### config.mk
export PLATFORM = sky130hd
export DESIGN_NAME = clipped_window_command_gen
export DESIGN_NICKNAME = d
export VERILOG_FILES = /design/src/rtl/cwcg_pkg.sv /design/src/rtl/cwcg_regs.sv /design/src/rtl/cwcg_clip.sv /design/src/rtl/cwcg_math.sv /design/src/rtl/cwcg_serial.sv /design/src/rtl/clipped_window_command_gen.sv
export SDC_FILE = /design/constraint.sdc
export NUM_CORES = 2
export LEC_CHECK = 0
export ABC_AREA = 1
export BUFFER_PORTS_ARGS = -buffer_cell sky130_fd_sc_hd__buf_2
export CORE_MARGIN = 1.5
export CORE_UTILIZATION = 30
export CTS_BUF_LIST = sky130_fd_sc_hd__clkbuf_4
export DETAILED_ROUTE_END_ITERATION = 7
export PLACE_DENSITY_LB_ADDON = 0.08
export SYNTH_ARGS = -nofsm -noshare
export SYNTH_HDL_FRONTEND = slang
export SYNTH_HIERARCHICAL = 1
export SYNTH_SLANG_ARGS = --single-unit
### constraint.sdc
create_clock -name aclk -period 13.7 [get_ports aclk]
set_input_delay 1.37 -clock aclk [delete_from_list [all_inputs] [get_ports aclk]]
set_output_delay 1.37 -clock aclk [all_outputs]
set_load 0.05 [all_outputs]
### src/rtl/cwcg_pkg.sv
// Shared types, constants and the byte selection function of the
// clipped window command generator. No dependencies.
package cwcg_pkg;

    localparam int COORD_W    = 18;  // signed working width for edges
    localparam int DIM_W      = 13;  // clipped width/height, up to 8191
    localparam int POS_W      = 16;  // start/end coordinate sent to the panel
    localparam int STRIDE_W   = 16;
    localparam int SKIP_W     = 16;
    localparam int COUNT_W    = 17;
    localparam int OFFSET_W   = 32;
    localparam int BYTE_W     = 8;
    localparam int ADDR_W     = 4;
    localparam int APB_DATA_W = 32;
    localparam int S_TDATA_W  = 80;
    localparam int M_TDATA_W  = 64;

    localparam logic [BYTE_W-1:0] CMD_COLUMN = 8'h2a;
    localparam logic [BYTE_W-1:0] CMD_ROW    = 8'h2b;
    localparam logic [BYTE_W-1:0] CMD_WRITE  = 8'h2c;

    typedef logic signed [COORD_W-1:0] coord_t;

    typedef enum logic [1:0] {
        REG_CLIP_LEFT   = 2'd0,
        REG_CLIP_TOP    = 2'd1,
        REG_CLIP_WIDTH  = 2'd2,
        REG_CLIP_HEIGHT = 2'd3
    } reg_idx_t;

    typedef struct packed {
        logic [8:0] left;
        logic [7:0] top;
        logic [8:0] width;
        logic [7:0] height;
    } cfg_t;

    // Clipped geometry after the compare stages.
    typedef struct packed {
        logic                visible;
        logic [POS_W-1:0]    x0;
        logic [POS_W-1:0]    x1;
        logic [POS_W-1:0]    y0;
        logic [POS_W-1:0]    y1;
        logic [DIM_W-1:0]    w;
        logic [DIM_W-1:0]    h;
        logic [SKIP_W-1:0]   skip_rows;
        logic [SKIP_W-1:0]   skip_cols;
        logic [STRIDE_W-1:0] stride;
    } geom_t;

    // Everything the serializer needs for one request.
    typedef struct packed {
        logic                visible;
        logic [POS_W-1:0]    x0;
        logic [POS_W-1:0]    x1;
        logic [POS_W-1:0]    y0;
        logic [POS_W-1:0]    y1;
        logic [COUNT_W-1:0]  count;
        logic [OFFSET_W-1:0] offset;
        logic                contig;
    } record_t;

    typedef enum logic [3:0] {
        SEQ_CMD_COL = 4'd0,
        SEQ_X0_HI   = 4'd1,
        SEQ_X0_LO   = 4'd2,
        SEQ_X1_HI   = 4'd3,
        SEQ_X1_LO   = 4'd4,
        SEQ_CMD_ROW = 4'd5,
        SEQ_Y0_HI   = 4'd6,
        SEQ_Y0_LO   = 4'd7,
        SEQ_Y1_HI   = 4'd8,
        SEQ_Y1_LO   = 4'd9,
        SEQ_CMD_WR  = 4'd10
    } seq_t;

    function automatic logic [BYTE_W-1:0] seq_byte(seq_t s, record_t r);
        logic [BYTE_W-1:0] b;
        unique case (s)
            SEQ_CMD_COL: b = CMD_COLUMN;
            SEQ_X0_HI:   b = r.x0[15:8];
            SEQ_X0_LO:   b = r.x0[7:0];
            SEQ_X1_HI:   b = r.x1[15:8];
            SEQ_X1_LO:   b = r.x1[7:0];
            SEQ_CMD_ROW: b = CMD_ROW;
            SEQ_Y0_HI:   b = r.y0[15:8];
            SEQ_Y0_LO:   b = r.y0[7:0];
            SEQ_Y1_HI:   b = r.y1[15:8];
            SEQ_Y1_LO:   b = r.y1[7:0];
            SEQ_CMD_WR:  b = CMD_WRITE;
            default:     b = '0;
        endcase
        return b;
    endfunction

    function automatic logic seq_is_cmd(seq_t s);
        return (s == SEQ_CMD_COL) || (s == SEQ_CMD_ROW) || (s == SEQ_CMD_WR);
    endfunction

endpackage

### src/rtl/cwcg_regs.sv
// Clip area registers behind an APB-style write/read port.
// Depends on cwcg_pkg.
module cwcg_regs #(
    parameter int SCREEN_WIDTH  = 320,
    parameter int SCREEN_HEIGHT = 240
) (
    input  logic                               aclk,
    input  logic                               aresetn,
    input  logic                               psel,
    input  logic                               penable,
    input  logic                               pwrite,
    input  logic [cwcg_pkg::ADDR_W-1:0]        paddr,
    input  logic [cwcg_pkg::APB_DATA_W-1:0]    pwdata,
    output logic [cwcg_pkg::APB_DATA_W-1:0]    prdata,
    output logic                               pready,
    output cwcg_pkg::cfg_t                     cfg
);
    import cwcg_pkg::*;

    cfg_t     cfg_reg, cfg_next;
    reg_idx_t idx;
    logic     wr_en;

    assign idx    = reg_idx_t'(paddr[3:2]);
    assign wr_en  = psel && penable && pwrite;
    assign pready = 1'b1;
    assign cfg    = cfg_reg;

    always_comb begin
        cfg_next = cfg_reg;
        if (wr_en) begin
            unique case (idx)
                REG_CLIP_LEFT:   cfg_next.left   = pwdata[8:0];
                REG_CLIP_TOP:    cfg_next.top    = pwdata[7:0];
                REG_CLIP_WIDTH:  cfg_next.width  = pwdata[8:0];
                REG_CLIP_HEIGHT: cfg_next.height = pwdata[7:0];
                default:         cfg_next = cfg_reg;
            endcase
        end
    end

    always_comb begin
        unique case (idx)
            REG_CLIP_LEFT:   prdata = APB_DATA_W'(cfg_reg.left);
            REG_CLIP_TOP:    prdata = APB_DATA_W'(cfg_reg.top);
            REG_CLIP_WIDTH:  prdata = APB_DATA_W'(cfg_reg.width);
            REG_CLIP_HEIGHT: prdata = APB_DATA_W'(cfg_reg.height);
            default:         prdata = '0;
        endcase
    end

    always_ff @(posedge aclk) begin
        if (!aresetn) begin
            cfg_reg.left   <= '0;
            cfg_reg.top    <= '0;
            cfg_reg.width  <= 9'(SCREEN_WIDTH);
            cfg_reg.height <= 8'(SCREEN_HEIGHT);
        end else begin
            cfg_reg <= cfg_next;
        end
    end

endmodule

### src/rtl/cwcg_clip.sv
// Three-stage clip pipeline: edges, intersection, emptiness and extents.
// Depends on cwcg_pkg.
module cwcg_clip #(
    parameter int SCREEN_WIDTH  = 320,
    parameter int SCREEN_HEIGHT = 240
) (
    input  logic                             aclk,
    input  logic                             aresetn,
    input  cwcg_pkg::cfg_t                   cfg,
    input  logic                             in_valid,
    output logic                             in_ready,
    input  logic signed [15:0]               draw_x,
    input  logic signed [15:0]               draw_y,
    input  logic [14:0]                      draw_width,
    input  logic [14:0]                      draw_height,
    input  logic [cwcg_pkg::STRIDE_W-1:0]    row_stride,
    output logic                             out_valid,
    input  logic                             out_ready,
    output cwcg_pkg::geom_t                  out_geom
);
    import cwcg_pkg::*;

    // stage 1: draw edges and on-screen clip edges
    logic                s1_valid_reg;
    coord_t              dx1_reg, dy1_reg, dr1_reg, db1_reg;
    coord_t              cl1_reg, ct1_reg, cr1_reg, cb1_reg;
    logic [STRIDE_W-1:0] stride1_reg;
    // stage 2: intersection
    logic                s2_valid_reg;
    coord_t              dx2_reg, dy2_reg, nx2_reg, ny2_reg, nr2_reg, nb2_reg;
    logic [STRIDE_W-1:0] stride2_reg;
    // stage 3: emptiness and extents
    logic                s3_valid_reg;
    geom_t               geom3_reg, geom3_next;

    logic   s1_adv, s2_adv, s3_adv;
    coord_t dx_in, dy_in, dr_in, db_in, cl_in, ct_in, cr_raw, cb_raw, cr_in, cb_in;
    coord_t sw_c, sh_c;
    coord_t w_full, h_full, x1_full, y1_full, srow_full, scol_full;

    assign s3_adv   = !s3_valid_reg || out_ready;
    assign s2_adv   = !s2_valid_reg || s3_adv;
    assign s1_adv   = !s1_valid_reg || s2_adv;
    assign in_ready = s1_adv;

    assign sw_c   = coord_t'(SCREEN_WIDTH);
    assign sh_c   = coord_t'(SCREEN_HEIGHT);
    assign dx_in  = coord_t'(draw_x);
    assign dy_in  = coord_t'(draw_y);
    assign dr_in  = dx_in + coord_t'(COORD_W'(draw_width));
    assign db_in  = dy_in + coord_t'(COORD_W'(draw_height));
    assign cl_in  = coord_t'(COORD_W'(cfg.left));
    assign ct_in  = coord_t'(COORD_W'(cfg.top));
    assign cr_raw = cl_in + coord_t'(COORD_W'(cfg.width));
    assign cb_raw = ct_in + coord_t'(COORD_W'(cfg.height));
    assign cr_in  = (cr_raw > sw_c) ? sw_c : cr_raw;
    assign cb_in  = (cb_raw > sh_c) ? sh_c : cb_raw;

    always_ff @(posedge aclk) begin
        if (s1_adv) begin
            dx1_reg     <= dx_in;
            dy1_reg     <= dy_in;
            dr1_reg     <= dr_in;
            db1_reg     <= db_in;
            cl1_reg     <= cl_in;
            ct1_reg     <= ct_in;
            cr1_reg     <= cr_in;
            cb1_reg     <= cb_in;
            stride1_reg <= row_stride;
        end
        if (s2_adv) begin
            dx2_reg     <= dx1_reg;
            dy2_reg     <= dy1_reg;
            nx2_reg     <= (dx1_reg < cl1_reg) ? cl1_reg : dx1_reg;
            ny2_reg     <= (dy1_reg < ct1_reg) ? ct1_reg : dy1_reg;
            nr2_reg     <= (dr1_reg > cr1_reg) ? cr1_reg : dr1_reg;
            nb2_reg     <= (db1_reg > cb1_reg) ? cb1_reg : db1_reg;
            stride2_reg <= stride1_reg;
        end
        if (s3_adv) begin
            geom3_reg <= geom3_next;
        end
    end

    // End coordinates are the exclusive edges minus one.
    assign w_full    = nr2_reg - nx2_reg;
    assign h_full    = nb2_reg - ny2_reg;
    assign x1_full   = nr2_reg - coord_t'(1);
    assign y1_full   = nb2_reg - coord_t'(1);
    assign srow_full = ny2_reg - dy2_reg;
    assign scol_full = nx2_reg - dx2_reg;

    always_comb begin
        geom3_next.visible   = (nr2_reg > nx2_reg) && (nb2_reg > ny2_reg);
        geom3_next.x0        = nx2_reg[POS_W-1:0];
        geom3_next.x1        = x1_full[POS_W-1:0];
        geom3_next.y0        = ny2_reg[POS_W-1:0];
        geom3_next.y1        = y1_full[POS_W-1:0];
        geom3_next.w         = w_full[DIM_W-1:0];
        geom3_next.h         = h_full[DIM_W-1:0];
        geom3_next.skip_rows = srow_full[SKIP_W-1:0];
        geom3_next.skip_cols = scol_full[SKIP_W-1:0];
        geom3_next.stride    = stride2_reg;
    end

    always_ff @(posedge aclk) begin
        if (!aresetn) begin
            s1_valid_reg <= 1'b0;
            s2_valid_reg <= 1'b0;
            s3_valid_reg <= 1'b0;
        end else begin
            if (s1_adv) s1_valid_reg <= in_valid;
            if (s2_adv) s2_valid_reg <= s1_valid_reg;
            if (s3_adv) s3_valid_reg <= s2_valid_reg;
        end
    end

    assign out_valid = s3_valid_reg;
    assign out_geom  = geom3_reg;

endmodule

### src/rtl/cwcg_math.sv
// Two-stage product pipeline: pixel count, row offset product, then
// the final source offset. Depends on cwcg_pkg.
module cwcg_math (
    input  logic                 aclk,
    input  logic                 aresetn,
    input  logic                 in_valid,
    output logic                 in_ready,
    input  cwcg_pkg::geom_t      in_geom,
    output logic                 out_valid,
    input  logic                 out_ready,
    output cwcg_pkg::record_t    out_rec
);
    import cwcg_pkg::*;

    logic                s4_valid_reg, s5_valid_reg;
    logic                s4_adv, s5_adv;
    logic                vis4_reg, contig4_reg;
    logic [POS_W-1:0]    x04_reg, x14_reg, y04_reg, y14_reg;
    logic [COUNT_W-1:0]  count4_reg;
    logic [OFFSET_W-1:0] prod4_reg;
    logic [SKIP_W-1:0]   scol4_reg;
    logic [2*DIM_W-1:0]  area;
    record_t             rec5_reg, rec5_next;

    assign s5_adv   = !s5_valid_reg || out_ready;
    assign s4_adv   = !s4_valid_reg || s5_adv;
    assign in_ready = s4_adv;

    assign area = in_geom.w * in_geom.h;

    always_ff @(posedge aclk) begin
        if (s4_adv) begin
            vis4_reg    <= in_geom.visible;
            x04_reg     <= in_geom.x0;
            x14_reg     <= in_geom.x1;
            y04_reg     <= in_geom.y0;
            y14_reg     <= in_geom.y1;
            count4_reg  <= area[COUNT_W-1:0];
            prod4_reg   <= in_geom.skip_rows * in_geom.stride;
            scol4_reg   <= in_geom.skip_cols;
            contig4_reg <= (STRIDE_W'(in_geom.w) == in_geom.stride);
        end
        if (s5_adv) begin
            rec5_reg <= rec5_next;
        end
    end

    always_comb begin
        rec5_next.visible = vis4_reg;
        rec5_next.x0      = x04_reg;
        rec5_next.x1      = x14_reg;
        rec5_next.y0      = y04_reg;
        rec5_next.y1      = y14_reg;
        rec5_next.count   = count4_reg;
        rec5_next.offset  = prod4_reg + OFFSET_W'(scol4_reg);
        rec5_next.contig  = contig4_reg;
    end

    always_ff @(posedge aclk) begin
        if (!aresetn) begin
            s4_valid_reg <= 1'b0;
            s5_valid_reg <= 1'b0;
        end else begin
            if (s4_adv) s4_valid_reg <= in_valid;
            if (s5_adv) s5_valid_reg <= s4_valid_reg;
        end
    end

    assign out_valid = s5_valid_reg;
    assign out_rec   = rec5_reg;

endmodule

### src/rtl/cwcg_serial.sv
// Serializer: holds one request record and walks the window command
// sequence into a registered output channel. Depends on cwcg_pkg.
module cwcg_serial (
    input  logic                                aclk,
    input  logic                                aresetn,
    input  logic                                in_valid,
    output logic                                in_ready,
    input  cwcg_pkg::record_t                   in_rec,
    output logic                                m_tvalid,
    input  logic                                m_tready,
    output logic [cwcg_pkg::M_TDATA_W-1:0]      m_tdata,
    output logic                                m_tlast,
    output logic                                m_tuser
);
    import cwcg_pkg::*;

    logic                 rec_valid_reg, rec_valid_next;
    record_t              rec_reg;
    seq_t                 idx_reg, idx_next;
    logic                 out_valid_reg, out_valid_next;
    logic [M_TDATA_W-1:0] tdata_reg, tdata_next;
    logic                 tlast_reg, tlast_next;
    logic                 tuser_reg, tuser_next;
    logic                 out_load, final_word, rec_load;
    logic [BYTE_W-1:0]    byte_sel;

    assign out_load   = rec_valid_reg && (!out_valid_reg || m_tready);
    assign final_word = !rec_reg.visible || (idx_reg == SEQ_CMD_WR);
    assign in_ready   = !rec_valid_reg || (out_load && final_word);
    assign rec_load   = in_valid && in_ready;
    assign byte_sel   = seq_byte(idx_reg, rec_reg);

    always_comb begin
        rec_valid_next = rec_valid_reg;
        idx_next       = idx_reg;
        out_valid_next = out_valid_reg;
        tdata_next     = tdata_reg;
        tlast_next     = tlast_reg;
        tuser_next     = tuser_reg;
        if (out_valid_reg && m_tready) begin
            out_valid_next = 1'b0;
        end
        if (out_load) begin
            out_valid_next = 1'b1;
            tlast_next     = final_word;
            tdata_next     = '0;
            tuser_next     = 1'b0;
            if (rec_reg.visible) begin
                tdata_next[0]   = 1'b1;
                tdata_next[8:1] = byte_sel;
                tuser_next      = seq_is_cmd(idx_reg);
                // totals ride on the closing word only
                if (final_word) begin
                    tdata_next[25:9]  = rec_reg.count;
                    tdata_next[57:26] = rec_reg.offset;
                    tdata_next[58]    = rec_reg.contig;
                end
            end
            if (final_word) begin
                rec_valid_next = 1'b0;
                idx_next       = SEQ_CMD_COL;
            end else begin
                idx_next = seq_t'(4'(idx_reg) + 4'd1);
            end
        end
        if (rec_load) begin
            rec_valid_next = 1'b1;
            idx_next       = SEQ_CMD_COL;
        end
    end

    always_ff @(posedge aclk) begin
        if (rec_load) begin
            rec_reg <= in_rec;
        end
        tdata_reg <= tdata_next;
        tlast_reg <= tlast_next;
        tuser_reg <= tuser_next;
    end

    always_ff @(posedge aclk) begin
        if (!aresetn) begin
            rec_valid_reg <= 1'b0;
            idx_reg       <= SEQ_CMD_COL;
            out_valid_reg <= 1'b0;
        end else begin
            rec_valid_reg <= rec_valid_next;
            idx_reg       <= idx_next;
            out_valid_reg <= out_valid_next;
        end
    end

    assign m_tvalid = out_valid_reg;
    assign m_tdata  = tdata_reg;
    assign m_tlast  = tlast_reg;
    assign m_tuser  = tuser_reg;

endmodule

### src/rtl/clipped_window_command_gen.sv
// Top level of the clipped window command generator.
// Depends on cwcg_pkg, cwcg_regs, cwcg_clip, cwcg_math and cwcg_serial.
//
// A request word on the s_ channel carries a signed draw rectangle and a
// source row stride. The rectangle is clipped against the clip area held
// in four APB registers (left, top, width, height at byte addresses 0, 4,
// 8, 12); the area is limited to the screen before clipping.
// For a visible result the m_ channel carries eleven words: column command,
// start/end column bytes, row command, start/end row bytes, write command.
// m_tuser marks command words, m_tlast marks the write command, which also
// carries pixel count, source offset and the contiguous flag. An empty
// intersection gives one word with visible low and m_tlast high.
// The first word reaches the output register through the five pipeline
// stages and the serializer record. The serializer emits one word per
// cycle unless m_tready stalls it, and the pipeline keeps accepting up to
// five requests behind it. A stall on m_tready holds the output word and
// backs up the pipeline without loss. Reset clears all valid bits and loads
// the clip area with the full screen; no clearing pass is needed.
module clipped_window_command_gen #(
    parameter int SCREEN_WIDTH  = 320,
    parameter int SCREEN_HEIGHT = 240
) (
    input  logic                               aclk,
    input  logic                               aresetn,
    input  logic                               psel,
    input  logic                               penable,
    input  logic                               pwrite,
    input  logic [cwcg_pkg::ADDR_W-1:0]        paddr,
    input  logic [cwcg_pkg::APB_DATA_W-1:0]    pwdata,
    output logic [cwcg_pkg::APB_DATA_W-1:0]    prdata,
    output logic                               pready,
    input  logic                               s_tvalid,
    output logic                               s_tready,
    // draw_x[15:0], draw_y[31:16], draw_width[46:32], draw_height[61:47],
    // row_stride[77:62], zero fill [79:78]
    input  logic [cwcg_pkg::S_TDATA_W-1:0]     s_tdata,
    output logic                               m_tvalid,
    input  logic                               m_tready,
    // visible[0], out_byte[8:1], pixel_count[25:9], source_offset[57:26],
    // contiguous[58], zero fill [63:59]
    output logic [cwcg_pkg::M_TDATA_W-1:0]     m_tdata,
    output logic                               m_tlast,
    // is_command[0]
    output logic                               m_tuser
);
    import cwcg_pkg::*;

    cfg_t    cfg;
    logic    geom_valid, geom_ready, rec_valid, rec_ready;
    geom_t   geom;
    record_t rec;

    cwcg_regs #(
        .SCREEN_WIDTH  (SCREEN_WIDTH),
        .SCREEN_HEIGHT (SCREEN_HEIGHT)
    ) u_regs (
        .aclk    (aclk),
        .aresetn (aresetn),
        .psel    (psel),
        .penable (penable),
        .pwrite  (pwrite),
        .paddr   (paddr),
        .pwdata  (pwdata),
        .prdata  (prdata),
        .pready  (pready),
        .cfg     (cfg)
    );

    cwcg_clip #(
        .SCREEN_WIDTH  (SCREEN_WIDTH),
        .SCREEN_HEIGHT (SCREEN_HEIGHT)
    ) u_clip (
        .aclk        (aclk),
        .aresetn     (aresetn),
        .cfg         (cfg),
        .in_valid    (s_tvalid),
        .in_ready    (s_tready),
        .draw_x      (s_tdata[15:0]),
        .draw_y      (s_tdata[31:16]),
        .draw_width  (s_tdata[46:32]),
        .draw_height (s_tdata[61:47]),
        .row_stride  (s_tdata[77:62]),
        .out_valid   (geom_valid),
        .out_ready   (geom_ready),
        .out_geom    (geom)
    );

    cwcg_math u_math (
        .aclk      (aclk),
        .aresetn   (aresetn),
        .in_valid  (geom_valid),
        .in_ready  (geom_ready),
        .in_geom   (geom),
        .out_valid (rec_valid),
        .out_ready (rec_ready),
        .out_rec   (rec)
    );

    cwcg_serial u_serial (
        .aclk     (aclk),
        .aresetn  (aresetn),
        .in_valid (rec_valid),
        .in_ready (rec_ready),
        .in_rec   (rec),
        .m_tvalid (m_tvalid),
        .m_tready (m_tready),
        .m_tdata  (m_tdata),
        .m_tlast  (m_tlast),
        .m_tuser  (m_tuser)
    );

endmodule

Yosys cells after proc, flatten, opt, wreduce, memory -nomap -nowiden
Cells that the tools add are included.
{"block": "totals", "elab_cells": 157, "in_bits": 123, "register_bits": 859, "output_inout_bits": 101}
{"block": "op_classes", "muxes": 13, "magnitude_cmp": 8, "add_sub_neg": 12, "n_reduce_logical": 37, "mul": 2, "eq_ne": 14, "bitwise_logic": 1}
{"cell": "32-bit case mux with 4 select lines", "count": 1}
{"cell": "8-bit case mux with 11 select lines", "count": 1}
{"cell": "18-bit by 16-bit greater-than comparator with 1-bit output", "count": 2}
{"cell": "18-bit greater-than comparator", "count": 2}
{"cell": "18-bit 2-to-1 mux", "count": 2}
{"cell": "16-bit by 16-bit adder with 17-bit output", "count": 2}
{"cell": "32-bit by 16-bit adder with 32-bit output", "count": 1}
{"cell": "16-bit by 16-bit multiplier with 32-bit output", "count": 1}
{"cell": "16-bit subtractor", "count": 2}
{"cell": "16-bit by 2-bit subtractor with 16-bit output (second input constant)", "count": 2}
{"cell": "13-bit subtractor", "count": 2}
{"cell": "18-bit by 10-bit greater-than comparator with 1-bit output (second input constant)", "count": 1}
{"cell": "18-bit by 9-bit greater-than comparator with 1-bit output (second input constant)", "count": 1}
{"cell": "13-bit by 13-bit multiplier with 17-bit output", "count": 1}
{"cell": "13-bit by 16-bit equality test with 1-bit output", "count": 1}
{"cell": "4-bit by 3-bit equality test with 1-bit output (second input constant)", "count": 4}
{"cell": "16-bit by 10-bit < comparator with 1-bit output", "count": 1}
{"cell": "16-bit by 9-bit < comparator with 1-bit output", "count": 1}
{"cell": "4-bit equality test (second input constant)", "count": 3}
{"cell": "2-bit AND reduction", "count": 6}
{"cell": "9-bit by 9-bit adder with 10-bit output", "count": 1}
{"cell": "1-bit logical OR", "count": 10}
{"cell": "8-bit by 8-bit adder with 9-bit output", "count": 1}
{"cell": "9-bit 2-to-1 mux", "count": 1}
{"cell": "15 further kinds", "count": 37}

Logic depth before layout (Yosys ltp)
{"block": "depth", "ltp_word": 10, "ltp_mapped": 25, "ltp_nobuf": 24}

Modules after synthesis
Netlist, hierarchy kept.
{"module": "cwcg_math", "area_per_inst_um2": 22226.3, "cells_per_inst": 2362, "seq_area_each_um2": 7427.1, "n_inst": 1}
{"module": "cwcg_clip", "area_per_inst_um2": 19244.7, "cells_per_inst": 1713, "seq_area_each_um2": 11200.7, "n_inst": 1}
{"module": "cwcg_serial", "area_per_inst_um2": 7021.7, "cells_per_inst": 522, "seq_area_each_um2": 5405.2, "n_inst": 1}
{"module": "cwcg_regs", "area_per_inst_um2": 1830.5, "cells_per_inst": 271, "seq_area_each_um2": 680.7, "n_inst": 1}

Worst setup path before layout
No wires, ideal clock.
{"block": "synth_path", "path_type": "input to output", "startpoint": "in m_tready", "endpoint": "out s_tready", "path_slack_ns": -0.360, "n_path_buf": 0, "t_arrival_ns": 12.690, "t_required_ns": 12.330, "stages": 12, "cell_sequence": "inv_1 -> nand2_1 -> nand2_1 -> inv_1 -> nand2_2 -> nand2_2 -> inv_1 -> nand3_1 -> inv_1 -> nand2_1 -> nor2_1 -> nand2_1"}
{"block": "synth_between", "elab_chain_len": 9}
{"item": "start: declaration", "line": "clipped_window_command_gen.sv:38", "text": "input logic m_tready,"}
{"item": "1-bit logical OR", "line": "cwcg_serial.sv:27", "text": "assign out_load = rec_valid_reg && (!out_valid_reg || m_tready);"}
{"item": "1-bit logical AND", "line": "cwcg_serial.sv:27"}
{"item": "named net u_serial.out_load", "line": "cwcg_serial.sv:24", "text": "logic out_load, final_word, rec_load;"}
{"item": "1-bit logical AND", "line": "cwcg_serial.sv:29", "text": "assign in_ready = !rec_valid_reg || (out_load && final_word);"}
{"item": "1-bit logical OR", "line": "cwcg_serial.sv:29"}
{"item": "named net rec_ready", "line": "clipped_window_command_gen.sv:49", "text": "logic geom_valid, geom_ready, rec_valid, rec_ready;"}
{"item": "1-bit logical OR", "line": "cwcg_math.sv:25", "text": "assign s5_adv = !s5_valid_reg || out_ready;"}
{"item": "1-bit logical OR", "line": "cwcg_math.sv:26", "text": "assign s4_adv = !s4_valid_reg || s5_adv;"}
{"item": "named net geom_ready", "line": "clipped_window_command_gen.sv:49"}
{"item": "1-bit logical OR", "line": "cwcg_clip.sv:41", "text": "assign s3_adv = !s3_valid_reg || out_ready;"}
{"item": "named net u_clip.s3_adv", "line": "cwcg_clip.sv:36", "text": "logic s1_adv, s2_adv, s3_adv;"}
{"item": "1-bit logical OR", "line": "cwcg_clip.sv:42", "text": "assign s2_adv = !s2_valid_reg || s3_adv;"}
{"item": "1-bit logical OR", "line": "cwcg_clip.sv:43", "text": "assign s1_adv = !s1_valid_reg || s2_adv;"}
{"item": "end: declaration", "line": "clipped_window_command_gen.sv:33", "text": "output logic s_tready,"}
The timed path passes the listed nets, and every way through them passes these cells.

Final worst setup path
{"block": "layout_path", "startpoint": "reg u_serial.idx_reg[2]", "endpoint": "out s_tready"}
{"block": "layout_between", "elab_chain_len": 9}
{"item": "start: declaration", "line": "cwcg_serial.sv:19", "text": "seq_t idx_reg, idx_next;"}
{"item": "start signal: assignment", "line": "cwcg_serial.sv:88", "text": "idx_reg <= idx_next;"}
{"item": "4-bit equality test", "line": "cwcg_serial.sv:28", "text": "assign final_word = !rec_reg.visible || (idx_reg == SEQ_CMD_WR);"}
{"item": "1-bit logical OR", "line": "cwcg_serial.sv:28"}
{"item": "named net u_serial.final_word", "line": "cwcg_serial.sv:24"}
{"item": "1-bit logical AND", "line": "cwcg_serial.sv:29"}
{"item": "1-bit logical OR", "line": "cwcg_serial.sv:29"}
{"item": "named net rec_ready", "line": "clipped_window_command_gen.sv:49"}
{"item": "1-bit logical OR", "line": "cwcg_math.sv:25"}
{"item": "1-bit logical OR", "line": "cwcg_math.sv:26"}
{"item": "named net geom_ready", "line": "clipped_window_command_gen.sv:49"}
{"item": "1-bit logical OR", "line": "cwcg_clip.sv:41"}
{"item": "named net u_clip.s3_adv", "line": "cwcg_clip.sv:36"}
{"item": "1-bit logical OR", "line": "cwcg_clip.sv:42"}
{"item": "1-bit logical OR", "line": "cwcg_clip.sv:43"}
The timed path passes the listed nets, and every way through them passes these cells.

==> flow_summary.rst <==
.. list-table::
   :header-rows: 1

   * - Metric
     - Value
   * - Sequential element share of the synthesized area
     - 0.491
   * - Placed Cells
     - 7,127
   * - Worst Skew
     - 0.111 ns
   * - Total detailed-routing wirelength
     - 128,000 microns
   * - Largest area contributor in the synthesized netlist
     - sky130_fd_sc_hd__edfxtp_1
   * - # port buffers
     - 167
   * - Setup slack on the worst flop-to-flop path
     - 7.60 ns
   * - Post-DP HPWL
     - 99,000 microns
   * - Pins over their slew limit
     - 0
   * - Remaining global-route overflow
     - 0
   * - Most frequently used cell type in the post-synthesis netlist
     - sky130_fd_sc_hd__nand2_1
   * - Number of vias after detailed routing
     - between 30,000 and 40,000
   * - Cell area after synthesis
     - about 0.050 sq mm
   * - Area growth, synth to finish
     - 12.1%
   * - Final worst path period share
     - 0.476
   * - CTS root buffer
     - sky130_fd_sc_hd__clkbuf_4
   * - Crit-path cells
     - inv_6 -> nand3_2 -> nand2_2 -> nand2_2 -> nand2_2 -> inv_1 -> nand3_4 -> inv_1 -> nand2_8 -> nor2_1 -> nand2_4 -> buf_2
   * - Family with the most delay on the worst path
     - simple AND/OR/NAND/NOR gates
   * - Most used standard cells in the synthesized netlist
     - 1,060 x sky130_fd_sc_hd__nand2_1, 952 x sky130_fd_sc_hd__inv_1, 793 x sky130_fd_sc_hd__edfxtp_1
   * - Wire length of the first global-routing pass
     - between 150,000 and 200,000 microns
   * - Slowest stage cell on the critical path
     - sky130_fd_sc_hd__dfxtp_1
   * - Max Fclk
     - 0.153 GHz
   * - Clock latency at the later pin of the worst-skew pair
     - roughly 1.3 ns
   * - Most instantiated flip-flop cell in the synthesis netlist
     - sky130_fd_sc_hd__edfxtp_1
   * - Run status
     - completed
   * - DRT iter0 DRCs
     - 1,624
   * - Number of sinks handled by clock tree synthesis
     - roughly 840
   * - Most frequent cell on the critical path
     - sky130_fd_sc_hd__nand2_2
   * - Tightest slew margin relative to the limit
     - 0.272
   * - Die Outline Area
     - 0.170 sq mm
   * - Number of antenna violations at the first check in global routing
     - 9
   * - IO Pins
     - 224
   * - Gate Count Post-Synth
     - just under 5,000
   * - Number of synthesized register bits
     - 838
   * - RSZ-0062 raised after global routing
     - false
   * - Final worst path period need
     - 6.52 ns
   * - Arrival time at the worst endpoint
     - 5.15 ns
   * - Deepest level of the CTS H-tree
     - 4
   * - Share of flip-flops with an asynchronous set or reset after synthesis
     - 0
   * - Largest incremental delay on the critical path
     - around 0.89 ns
   * - Area share of the largest cell type after synthesis
     - 0.473
   * - Final setup viols
     - 0
   * - Hold buffers post-CTS
     - 0
   * - Core area
     - 0.167 sq mm
   * - Number of buffers created by CTS
     - 233
   * - Average footprint of a synthesized cell
     - 10.3 sq um
   * - Critical path buffer and inverter count
     - 4
   * - Required time reported for the critical path endpoint
     - around 12 ns
   * - Worst Path Max Fanout
     - 76
   * - Clock buffer depth
     - 3
   * - Element type at the critical path start
     - flip-flop
   * - Kind of critical path
     - reg2out
   * - Post-synth EDFFs
     - about 790
   * - Max-Cap Viols
     - 0
   * - Number of iterations in the first detailed-routing pass
     - 5
   * - Detailed-route vias per instance
     - around 4.3
   * - Number of global-route vias before repair
     - approximately 34,000
   * - Pin count of the biggest net entering global routing
     - 77
   * - Total Neg Setup Slack
     - 0 ns
   * - Setup bufs post-CTS
     - 0
   * - Yosys cell types
     - 66
   * - Synth top area cells
     - sky130_fd_sc_hd__edfxtp_1 47%, sky130_fd_sc_hd__fa_1 12%, sky130_fd_sc_hd__nand2_1 7.9%, sky130_fd_sc_hd__ha_1 7.8%, sky130_fd_sc_hd__inv_1 7.1%
   * - HP Class
     - in2reg
   * - Number of flip-flops under the largest register name
     - around 140
   * - Transition time at the pin with the least slew margin
     - between 1 and 1.5 ns
   * - Ratio of cells with drive above 1 in the final layout
     - 0.132
   * - Y dimension of the die
     - 413 microns
   * - Final-report hold violation count
     - 0
   * - Placement Rows
     - 150
   * - Number of warnings reported in the yosys synthesis log
     - 6
   * - Final standard cell count with taps included and fillers excluded
     - 7,554
   * - Overall fraction of global-route tracks in use
     - 0.153
   * - TritonCTS clock tree
     - yes
   * - Remaining antenna violation count
     - 0
   * - Category of the worst setup path capture point
     - primary output
   * - Effective utilization at floorplan
     - 0.302
   * - Number of gates given a new drive strength after cts
     - 0
   * - Clock-pin slew on the worst setup and hold paths
     - about 0.07 ns
   * - Post-route DRC violation count
     - 0
   * - Die width
     - ~410 microns
   * - Layout net count
     - 5,885
   * - Final Wtd Congestion
     - 0.833
   * - Post-DR wirelength/cell
     - 17.0 microns
cells by family after synthesis:
kind of cell,share of synthesized area
buf+inv,0.0893
other cells,0.000298
simple gates,0.153
xor+xnor,0.0306
compound gates,0.0421
fa+ha+maj,0.193
flops,0.491
layout by cell type (no fill, tap or decap), drive strengths merged, types with 26 or more instances in the layout:
cell | netlist | routed
o21ai | 94 | 94
clkbuf | 83 | 360
nor3 | 26 | 26
fa | 290 | 290
buf | 68 | 177
nand2 | 1094 | 1094
ha | 314 | 314
edfxtp | 793 | 793
nand3 | 220 | 220
a21oi | 167 | 167
clkinv | 2 | 45
dfxtp | 45 | 45
xor2 | 129 | 129
xnor2 | 47 | 47
nor2 | 350 | 350
nand4 | 54 | 54
inv | 966 | 976
conb | 4 | 33
layer usage:
layer | vias to the layer above | GRT usage | share of wire | routed length, microns
met3 | 189 | 0.0328 | 0.041 | 5210
met4 | 2 | 0.0516 | 0.025 | 3190
met2 | 577 | 0.249 | 0.46 | 59500
met5 | - | 0 | 0.00010 | 13
li1 | 16300 | - | - | -
met1 | 15400 | 0.202 | 0.47 | 60500
worst paths after layout:
path | from | endpoint | cells after the start
worst max-delay path | u_serial/idx_reg[2] | s_tready | 12
worst min register to register | u_clip/out_geom[131] | u_math/x04_reg[9] | 0
worst min-delay path | s_tdata[76] | u_clip/stride1_reg[14] | 1
worst max register to register | u_clip/out_geom[7] | u_math/prod4_reg[21] | 20
area by class of cell:
cell class	count	area, sq um
fillers	17200	110000
flip-flops and latches	838	24700
multi-input cells	2940	21300
inverters	968	3650
well taps	2204	2760
clock buffers	360	2700
repair buffers	177	911
clock inverters	55	378
diodes	12	30.0
per-stage QoR:
stage | hold slack (ns) | instance area (sq um) | utilization | worst slack, ns
finish | 0.282 | 56400 | 0.338 | 7.18
global placement | 0.401 | 53300 | 0.319 | 7.30
detailed placement | 0.405 | 53300 | 0.319 | 7.29
CTS | 0.0716 | 56400 | 0.338 | 6.82
floorplan | 0.400 | 50400 | - | 0.885
global route | 0.0800 | 56400 | 0.338 | 6.54
Power is left out: the tool's default activity adds up to more than one toggle a clock period on the data nets, which glitch-free logic cannot reach.
